File: src/rtl/grm_pkg.sv
// shared types, codes and constants of the grid ray march column block
package grm_pkg;

    localparam int POS_W      = 14;
    localparam int DIR_W      = 16;
    localparam int DIR_FRAC   = 14;
    localparam int STEP_W     = 8;
    localparam int HALF_W     = 11;
    localparam int CFG_W      = 11;
    localparam int NUM_W      = 20;
    localparam int DIV_CNT_W  = 5;
    localparam int SHADE_W    = 15;
    localparam int TOP_W      = 15;
    localparam int BOT_W      = 14;
    localparam int COLOR_W    = 8;

    localparam logic [STEP_W-1:0] SPAN_SCALE  = 8'd7;
    localparam logic [STEP_W-1:0] SHADE_RANGE = 8'd160;
    localparam logic [STEP_W-1:0] RED_BASE    = 8'd136;
    localparam logic [STEP_W-1:0] GREEN_BASE  = 8'd69;
    localparam logic [STEP_W-1:0] BLUE_BASE   = 8'd53;
    localparam logic [COLOR_W-1:0] COLOR_FULL = 8'd255;

    localparam logic [1:0] CLS_FLOOR  = 2'd0;
    localparam logic [1:0] CLS_WALL   = 2'd1;
    localparam logic [1:0] CLS_PICKUP = 2'd2;
    localparam logic [1:0] CLS_ENEMY  = 2'd3;

    localparam logic KIND_WRITE = 1'b0;
    localparam logic KIND_CAST  = 1'b1;

    localparam logic REG_MAX_STEPS   = 1'b0;
    localparam logic REG_HALF_HEIGHT = 1'b1;

    typedef enum logic [2:0] {
        ST_IDLE,
        ST_MARCH,
        ST_MUL,
        ST_DIV,
        ST_LOAD
    } grm_state_t;

    typedef struct packed {
        logic write;
        logic start;
        logic march;
        logic mul;
        logic div_step;
        logic load;
    } grm_cmd_t;

    typedef struct packed {
        logic march_hit;
        logic march_idle;
        logic div_last;
        logic out_free;
    } grm_sts_t;

    // floor(n / 160) for n below 21625: (n >> 5) / 5 by reciprocal 205 / 1024
    function automatic logic [COLOR_W-1:0] div160(input logic [SHADE_W-1:0] n);
        logic [9:0]  m;
        logic [17:0] p;
        m = n[SHADE_W-1:5];
        p = 18'(m) * 18'd205;
        return p[17:10];
    endfunction

endpackage

File: src/rtl/grm_ctrl.sv
// controller state machine that sequences march, span division and result load
module grm_ctrl (
    input  logic               clk,
    input  logic               rst_n,
    input  logic               in_valid,
    input  logic               kind,
    output logic               in_stall,
    input  grm_pkg::grm_sts_t  sts,
    output grm_pkg::grm_cmd_t  cmd
);

    grm_pkg::grm_state_t state_reg;
    grm_pkg::grm_state_t state_next;

    always_ff @(posedge clk or negedge rst_n)
    begin
        if (!rst_n)
        begin
            state_reg <= grm_pkg::ST_IDLE;
        end
        else
        begin
            state_reg <= state_next;
        end
    end

    always_comb
    begin
        state_next = state_reg;
        cmd        = '0;
        in_stall   = 1'b1;
        case (state_reg)
            grm_pkg::ST_IDLE:
            begin
                in_stall = 1'b0;
                if (in_valid)
                begin
                    if (kind == grm_pkg::KIND_CAST)
                    begin
                        cmd.start  = 1'b1;
                        state_next = grm_pkg::ST_MARCH;
                    end
                    else
                    begin
                        cmd.write = 1'b1;
                    end
                end
            end
            grm_pkg::ST_MARCH:
            begin
                cmd.march = 1'b1;
                if (sts.march_hit)
                begin
                    state_next = grm_pkg::ST_MUL;
                end
                else if (sts.march_idle)
                begin
                    state_next = grm_pkg::ST_LOAD;
                end
            end
            grm_pkg::ST_MUL:
            begin
                cmd.mul    = 1'b1;
                state_next = grm_pkg::ST_DIV;
            end
            grm_pkg::ST_DIV:
            begin
                cmd.div_step = 1'b1;
                if (sts.div_last)
                begin
                    state_next = grm_pkg::ST_LOAD;
                end
            end
            grm_pkg::ST_LOAD:
            begin
                if (sts.out_free)
                begin
                    cmd.load   = 1'b1;
                    state_next = grm_pkg::ST_IDLE;
                end
            end
            default:
            begin
                state_next = grm_pkg::ST_IDLE;
            end
        endcase
    end

    a_div_runs: assert property (@(posedge clk) disable iff (!rst_n)
        (state_reg == grm_pkg::ST_DIV && !sts.div_last) |=> state_reg == grm_pkg::ST_DIV)
        else $error("division left before its last step");

    a_hit_to_mul: assert property (@(posedge clk) disable iff (!rst_n)
        (state_reg == grm_pkg::ST_MARCH && sts.march_hit) |=> state_reg == grm_pkg::ST_MUL)
        else $error("hit did not start span computation");

    a_load_free: assert property (@(posedge clk) disable iff (!rst_n)
        cmd.load |-> sts.out_free)
        else $error("result loaded over a waiting word");

endmodule

File: config.mk
export PLATFORM = sky130hd
export DESIGN_NAME = grm_ctrl
export DESIGN_NICKNAME = d
export VERILOG_FILES = /design/src/rtl/grm_pkg.sv /design/src/rtl/grm_ctrl.sv
export SDC_FILE = /design/constraint.sdc
export NUM_CORES = 1
export LEC_CHECK = 0
export CORE_AREA = 4 4 41 43
export CTS_BUF_LIST = sky130_fd_sc_hd__clkbuf_16
export CTS_CLUSTER_DIAMETER = 120
export DETAILED_ROUTE_END_ITERATION = 7
export DIE_AREA = 0 0 45 47
export DONT_BUFFER_PORTS = 1
export PLACE_DENSITY = 0.4
export SLEW_MARGIN = 20
export SYNTH_ARGS = -nofsm -noshare
export SYNTH_HDL_FRONTEND = slang
export SYNTH_SLANG_ARGS = --single-unit
export TNS_END_PERCENT = 30
File: constraint.sdc
create_clock -name clk -period 1.98 [get_ports clk]
set_input_delay 0.198 -clock clk [delete_from_list [all_inputs] [get_ports clk]]
set_output_delay 0.198 -clock clk [all_outputs]
set_load 0.02 [all_outputs]
==> results.yml, run 1 <==
worst_setup_path:
  regToRegSetupSlack_ns: 0.96
  endpoint_kind: "output port"
  rr_endpoint: "state_reg[0]"
  required_ns: 1.78
  crit_fanout: 9
  start_kind: "flip-flop"
  cp.arrival_ns: 1.35
  path_class: "reg2out"
  timing.rr.start: "state_reg[1]"
  reg2reg_depth: 3
layout:
  final_common_cell: "nor2_1"
  final_cell_mix: "nor2_1, nand2_1, inv_1, clkbuf_16, dfrtp_1"
  seq_area_um2: 75.1
  drive_above_1_share_pct: 21.9
  areaGrowthSynthToFinish_pct: 44.9
  final_cells: 47
  final_net_count: 41
  multi_input_area_um2: 133
  largest_register_ffs: 3
  fillers: 147
  diodes: 0
floorplanning:
  row_count: 13
  dieArea_um2: 2120
  pin_count: 15
  start_util_pct: 17.1
  die_w_um: 45
  core_um2: 1300
  die_h_um: 47
placement:
  dp.cells: 42
  post-dp-hpwl_um: 445
  gp_congestion: 0.706
  io_buffers: 0
grt:
  antenna_found_initial: 0
  grt_overflow_total: 0
  grt_max_degree: 10
  grt_pass1_wl_um: 841
  grt_pass1_vias: 222
  grt_util_all_layers_pct: 5.62
clock_tree:
  clockBufferDepth: 2
  root_buffer: "clkbuf_16"
  htreeDepth: 1
  cts.sinks: 3
  cts-buffers-inserted: 3
  cts_resized: 0
  insertion_delay_ns: 0.22
  cts_tree: "done"
  clkTransAtPathRegs_ns: 0.03
yosys:
  synth_top_cells_by_area: "dfrtp_1, nor2_1, a221oi_2, nand2_1, and3_1"
  syn_inst: 28
  synth.avg_cell_area_um2: 7.95
  synth_top_cell_by_area: "dfrtp_1"
  synth_cell_types: 17
  synth_nets: 36
  ys.warnings.count: 0
  netlist_area_um2: 223
  ys_seq_elements: 3
  ys_seq_area_share_pct: 33.7
  netlist.area_leader.share_pct: 33.7
hold_path:
  min_to: "state_reg[2]"
  holdPathStages: 1
  min-delay-start: "sts[0]"
  min_path_type: "in2reg"
timing:
  fmax_mhz: 646
  fin_crit_sh_pct: 78.2
  rsz0062_at_grt: "no"
  tns_ns: 0
  final-setup-viol-count: 0
  drv_slew: 0
  finalClockSkew_ns: 0.00245
  hold_viol: 0
  slew_headroom_pct: 55.4
  fin_crit_ns: 1.55
  worst_pin_slew_ns: 0.664
route:
  vias: 210
  wirelength_um: 530
  drc_errors: 0
  wire_per_inst_um: 11.3
  firstDrtPassIters: 2
  ant_nets: 0
  vias_per_cell: 4.47
  drt-initial-drc-count: 2
run:
  drv_cap: 0
pwr:
  ir_drop_uv: 750
  p_leak_nw: 0.141
  p_per_area_nw_per_um2: 2130
run_status:
  outcome: "finished clean"
stage by stage:
step                      setup slack (ns)  power [mW]  hold slack [ns]  cell area (um2)  utilization (%)
after global placement               0.651       0.381          -0.0975              234             18.0
after CTS                            0.419       0.697           0.0902              323             24.8
after global routing                 0.343       0.732           0.0858              323             24.8
after floorplan                      0.791       0.358          -0.0976              223                -
final                                0.431       0.688           0.0900              323             24.8
after detailed placement             0.649       0.384          -0.0975              234             18.0
cells by family after synthesis:
kind of cell / share of synthesized area (%)
simple gates: 36.5
buf+inv: 6.74
compound gates: 23.0
flops: 33.7
worst max-delay path, stage by stage (launching register included):
cell and delay (ns):
dfrtp_1 0.49, inv_1 0.11, nor3_1 0.53
timing repair:
| action | 4_1_cts | 5_1_grt |
|---|---|---|
| setup endpoints to repair | 0 | 0 |
| buffers inserted | 0 | 0 |
| hold endpoints to repair | 3 | 0 |
| hold buffers | 1 | 0 |
metal layers:
layer | vias to the layer above | GRT usage, % | part of all wire [%]
li1 | 106 | - | -
met4 | 0 | 0 | 0
met1 | 93 | 5.71 | 40
met5 | - | 0 | 0
met3 | 0 | 4.60 | 11
met2 | 11 | 9.60 | 49
where the power goes:
group / internal [mW] / switching [mW] / total [mW]
clock network: 0.260 / 0.0472 / 0.307
registers: 0.0901 / 0.0620 / 0.152
logic: 0.0758 / 0.153 / 0.229
synthesized netlist by cell type:
| cell | count |
|---|---|
| a21oi_1 | 1 |
| nor3_2 | 1 |
| nand2_1 | 4 |
| nor3_1 | 1 |
| o22ai_2 | 1 |
| buf_4 | 1 |
| nor3b_1 | 1 |
| a31oi_1 | 1 |
| nor2_2 | 1 |
| nor2_1 | 5 |
| dfrtp_1 | 3 |
| and3_1 | 2 |
| o21ai_1 | 1 |
| nand2b_1 | 1 |
| a21boi_0 | 1 |
| inv_1 | 2 |
| a221oi_2 | 1 |
final cells by class:
type,count,share of cell area [%]
Timing Repair Buffer,1,3.10
Clock inverter,1,1.16
Inverter,2,2.33
Tap cell,15,5.81
Clock buffer,3,23.3
Multi-Input combinational cell,22,41.1
Sequential cell,3,23.3
worst max-delay path by stage:
stage                      start     end  slack, ns  depth (start not counted)
floorplan           state_reg[2]  cmd[5]       0.79                          3
global placement    state_reg[1]  cmd[2]       0.65                          2
detailed placement  state_reg[1]  cmd[2]       0.65                          2
CTS                 state_reg[1]  cmd[2]       0.42                          2
global route        state_reg[1]  cmd[2]       0.34                          2
finish              state_reg[1]  cmd[2]       0.43                          2
(Power assumes the default switching activity.)
==> run 2: changes to the inputs <==
==> constraint.sdc (replaced) <==
create_clock -name clk -period 1.6 [get_ports clk]
set_input_delay 0.16 -clock clk [delete_from_list [all_inputs] [get_ports clk]]
set_output_delay 0.16 -clock clk [all_outputs]
set_load 0.02 [all_outputs]
==> results.yml, run 2 (same netlist as run 1, synthesis figures left out) <==
run_status:
  outcome: "finished clean"
route:
  wire_per_inst_um: 11.6
  wirelength_um: 556
  drt-initial-drc-count: 4
  firstDrtPassIters: 4
  drc_errors: 0
  vias: 206
  ant_nets: 0
  vias_per_cell: 4.29
timing:
  drv_slew: 0
  slew_headroom_pct: 73.9
  final-setup-viol-count: 0
  fin_crit_sh_pct: 91.3
  fmax_mhz: 685
  finalClockSkew_ns: 0.00575
  worst_pin_slew_ns: 0.391
  fin_crit_ns: 1.46
  tns_ns: 0
  hold-worst-slack_ns: 0.0516
  rsz0062_at_grt: "no"
  hold_viol: 0
grt:
  grt_pass1_wl_um: 834
  grt_pass1_vias: 196
  grt_util_all_layers_pct: 5.85
  grt_max_degree: 10
  grt_overflow_total: 0
  antenna_found_initial: 0
layout:
  final_cell_mix: "nor2_1, nand2_1, inv_1, clkbuf_16, dfrtp_1"
  final_common_cell: "nor2_1"
  largest_register_ffs: 3
  fillers: 148
  multi_input_area_um2: 133
  diodes: 0
  design_area_um2: 330
  areaGrowthSynthToFinish_pct: 48.3
  drive_above_1_share_pct: 24.2
  seq_area_um2: 75.1
  final_net_count: 42
hold_path:
  min_path_type: "in2reg"
placement:
  io_buffers: 0
  placedInstanceArea_um2: 241
  gp_congestion: 0.687
  post-dp-hpwl_um: 448
floorplanning:
  dieArea_um2: 2120
  row_count: 13
  die_w_um: 45
  start_util_pct: 17.1
  pin_count: 15
  die_h_um: 47
  core_um2: 1300
worst_setup_path:
  cp_cell_sequence: "nor3_2 > nand2_1 > nor2_1"
  cp.arrival_ns: 1.30
  crit_fanout: 7
  crit_buf_inv: 0
  endpoint_kind: "output port"
  start_kind: "flip-flop"
  required_ns: 1.44
  path_class: "reg2out"
  cpMaxStageDelayCell: "dfrtp_1"
  slowest_delay_ns: 0.46
  cp_top_family: "simple AND/OR/NAND/NOR gates"
clock_tree:
  cts.sinks: 3
  post_cts_buffers: 0
  root_buffer: "clkbuf_16"
  clkTransAtPathRegs_ns: 0.03
  cts-buffers-inserted: 3
  insertion_delay_ns: 0.22
  cts_resized: 0
  clockBufferDepth: 2
  cts_tree: "done"
  htreeDepth: 1
pwr:
  p_per_area_nw_per_um2: 2640
  p_leak_nw: 0.147
  ir_drop_uv: 835
run:
  drv_cap: 0
-- run 2: cell count changes in the layout (fill, tap and decap cells not counted) --
cell	previous run	this run
buf_4	0	1
-- run 2: final timing paths --
kind                           endpoint         start  slack, ns  cells after the start
max                              cmd[5]  state_reg[0]       0.14                      3
min                        state_reg[2]        sts[0]       0.05                      1
min in group asynchronous  state_reg[0]         rst_n       0.19                      1
max in group asynchronous  state_reg[1]         rst_n       1.26                      1
max reg2reg                state_reg[0]  state_reg[1]       0.59                      2
min reg2reg                state_reg[0]  state_reg[2]       0.55                      1
-- run 2: repair_timing --
item / in CTS / in global routing
endpoints found under the hold margin: 3 / 0
setup endpoints to repair: 0 / 0
hold buffers: 1 / 0
-- run 2: worst reg2reg max path, stage by stage (launching register included) --
cell and delay (ns):
dfrtp_1 0.49, o21ai_1 0.15, a221oi_2 0.28
-- run 2: power breakdown --
group / internal [mW] / switching (mW)
combinational: 0.106 / 0.190
clock: 0.322 / 0.0660
sequential: 0.111 / 0.0773
-- run 2: area by class of cell --
cell class,instances,area share [%]
clock buffer,3,22.7
clock inverter,1,1.14
inverter,2,2.27
multi-input combinational,22,40.2
sequential,3,22.7
tap,15,5.68
timing repair buffer,2,5.30
-- run 2: layer usage --
layer / part of all wire, % / global-route usage, % / vias up
met1: 39 / 6.38 / 90
met5: 0 / 0 / -
met3: 12 / 4.60 / 0
met4: 0 / 1.75 / 0
li1: - / - / 106
met2: 49 / 8.76 / 10
-- run 2: per-stage QoR --
stage	setup slack (ns)	instances	util (%)	total power, mW
4_1_cts	0.124	48	25.4	0.887
2_1_floorplan	0.449	28	-	0.443
3_3_place_gp	0.373	43	18.6	0.488
5_1_grt	0.0915	48	25.4	0.922
6_report	0.140	48	25.4	0.873
3_5_place_dp	0.363	43	18.6	0.487
==> run 3: changes to the inputs <==
--- a/config.mk
+++ b/config.mk
@@ -12,6 +12,7 @@
 export DIE_AREA = 0 0 45 47
 export DONT_BUFFER_PORTS = 1
 export PLACE_DENSITY = 0.4
+export REMOVE_ABC_BUFFERS = 1
 export SLEW_MARGIN = 20
 export SYNTH_ARGS = -nofsm -noshare
 export SYNTH_HDL_FRONTEND = slang
==> results.yml, run 3 (same netlist as run 1, synthesis figures left out) <==
grt:
  grt_overflow_total: 0
  grt_pass1_vias: 212
  grt_util_all_layers_pct: 6.72
  grt_max_degree: 10
  antenna_found_initial: 0
  grt_pass1_wl_um: 917
timing:
  final-setup-viol-count: 0
  rsz0062_at_grt: "no"
  fin_crit_sh_pct: 90.8
  tns_ns: 0
  hold-worst-slack_ns: 0.0561
  drv_slew: 0
  fin_crit_ns: 1.45
  worst_slack_ns: 0.147
  finalClockSkew_ns: 0.000816
  worst_pin_slew_ns: 0.391
  hold_viol: 0
  slew_headroom_pct: 73.8
  fmax_mhz: 688
clock_tree:
  cts_tree: "done"
  clockBufferDepth: 2
  htreeDepth: 1
  root_buffer: "clkbuf_16"
  cts_resized: 0
  clkTransAtPathRegs_ns: 0.03
  insertion_delay_ns: 0.22
  cts.sinks: 3
  cts-buffers-inserted: 3
run:
  drv_cap: 0
placement:
  dp.cells: 43
  post-dp-hpwl_um: 444
  gp_congestion: 0.718
  io_buffers: 0
  placedInstanceArea_um2: 241
  preCtsSetupSlack_ns: 0.356
pwr:
  p_leak_nw: 0.147
  ir_drop_uv: 677
  p_total_mw: 0.875
  p_per_area_nw_per_um2: 2650
layout:
  design_area_um2: 330
  fillers: 157
  final_cell_mix: "nor2_1, nand2_1, inv_1, clkbuf_16, dfrtp_1"
  final_common_cell: "nor2_1"
  areaGrowthSynthToFinish_pct: 48.3
  largest_register_ffs: 3
  drive_above_1_share_pct: 24.2
  final_cells: 48
  diodes: 0
  final_net_count: 42
  fin_util_pct: 25.4
floorplanning:
  core_um2: 1300
  die_h_um: 47
  die_w_um: 45
  pin_count: 15
  dieArea_um2: 2120
  row_count: 13
  start_util_pct: 17.1
worst_setup_path:
  cp.arrival_ns: 1.29
  crit_fanout: 7
  start_kind: "flip-flop"
  endpoint_kind: "output port"
  path_class: "reg2out"
  required_ns: 1.44
route:
  firstDrtPassIters: 3
  wire_per_inst_um: 11.9
  ant_nets: 0
  drc_errors: 0
  vias: 204
  drt-initial-drc-count: 2
  vias_per_cell: 4.25
  wirelength_um: 571
hold_path:
  min_path_type: "in2reg"
run_status:
  outcome: "finished clean"
run 3: critical path: stages (launching register included):
cell and delay [ns]:
dfrtp_1 0.44, nor3_2 0.25, nand2_1 0.07, nor2_1 0.31
run 3: cell type report:
| type | count | area, um2 | area share [%] |
|---|---|---|---|
| Multi-Input combinational cell | 22 | 133 | 40.2 |
| Sequential cell | 3 | 75.1 | 22.7 |
| Clock buffer | 3 | 75.1 | 22.7 |
| Tap cell | 15 | 18.8 | 5.68 |
| Timing Repair Buffer | 2 | 17.5 | 5.30 |
| Inverter | 2 | 7.51 | 2.27 |
| Clock inverter | 1 | 3.75 | 1.14 |
run 3: final timing paths:
check / from / to / slack [ns] / cells after the start
worst max-delay path: state_reg[2] / cmd[5] / 0.15 / 3
worst max register to register: state_reg[1] / state_reg[0] / 0.60 / 2
min in group asynchronous: rst_n / state_reg[1] / 0.19 / 1
worst min-delay path: sts[0] / state_reg[2] / 0.06 / 1
worst min register to register: state_reg[2] / state_reg[0] / 0.55 / 1
max in group asynchronous: rst_n / state_reg[2] / 1.27 / 1
run 3: routing by layer:
| layer | wire length (um) | track usage, % | vias up | part of all wire, % |
|---|---|---|---|---|
| met5 | 0 | 0 | - | 0 |
| met1 | 218 | 6.39 | 88 | 38 |
| met2 | 293 | 9.60 | 8 | 51 |
| li1 | - | - | 106 | - |
| met4 | 19 | 7.02 | 0 | 3.3 |
| met3 | 40 | 4.21 | 2 | 7.0 |
run 3: report_power, final:
part | leakage (nW) | internal, mW | total, mW | switching (mW)
clock network | 0.0423 | 0.322 | 0.389 | 0.0673
logic | 0.0665 | 0.106 | 0.295 | 0.189
registers | 0.0379 | 0.111 | 0.190 | 0.0784
run 3: timing repair:
action | 4_1_cts | 5_1_grt
setup buffers | 0 | 0
hold buffers | 1 | 0
hold endpoints to repair | 3 | 0
setup endpoints to repair | 0 | 0
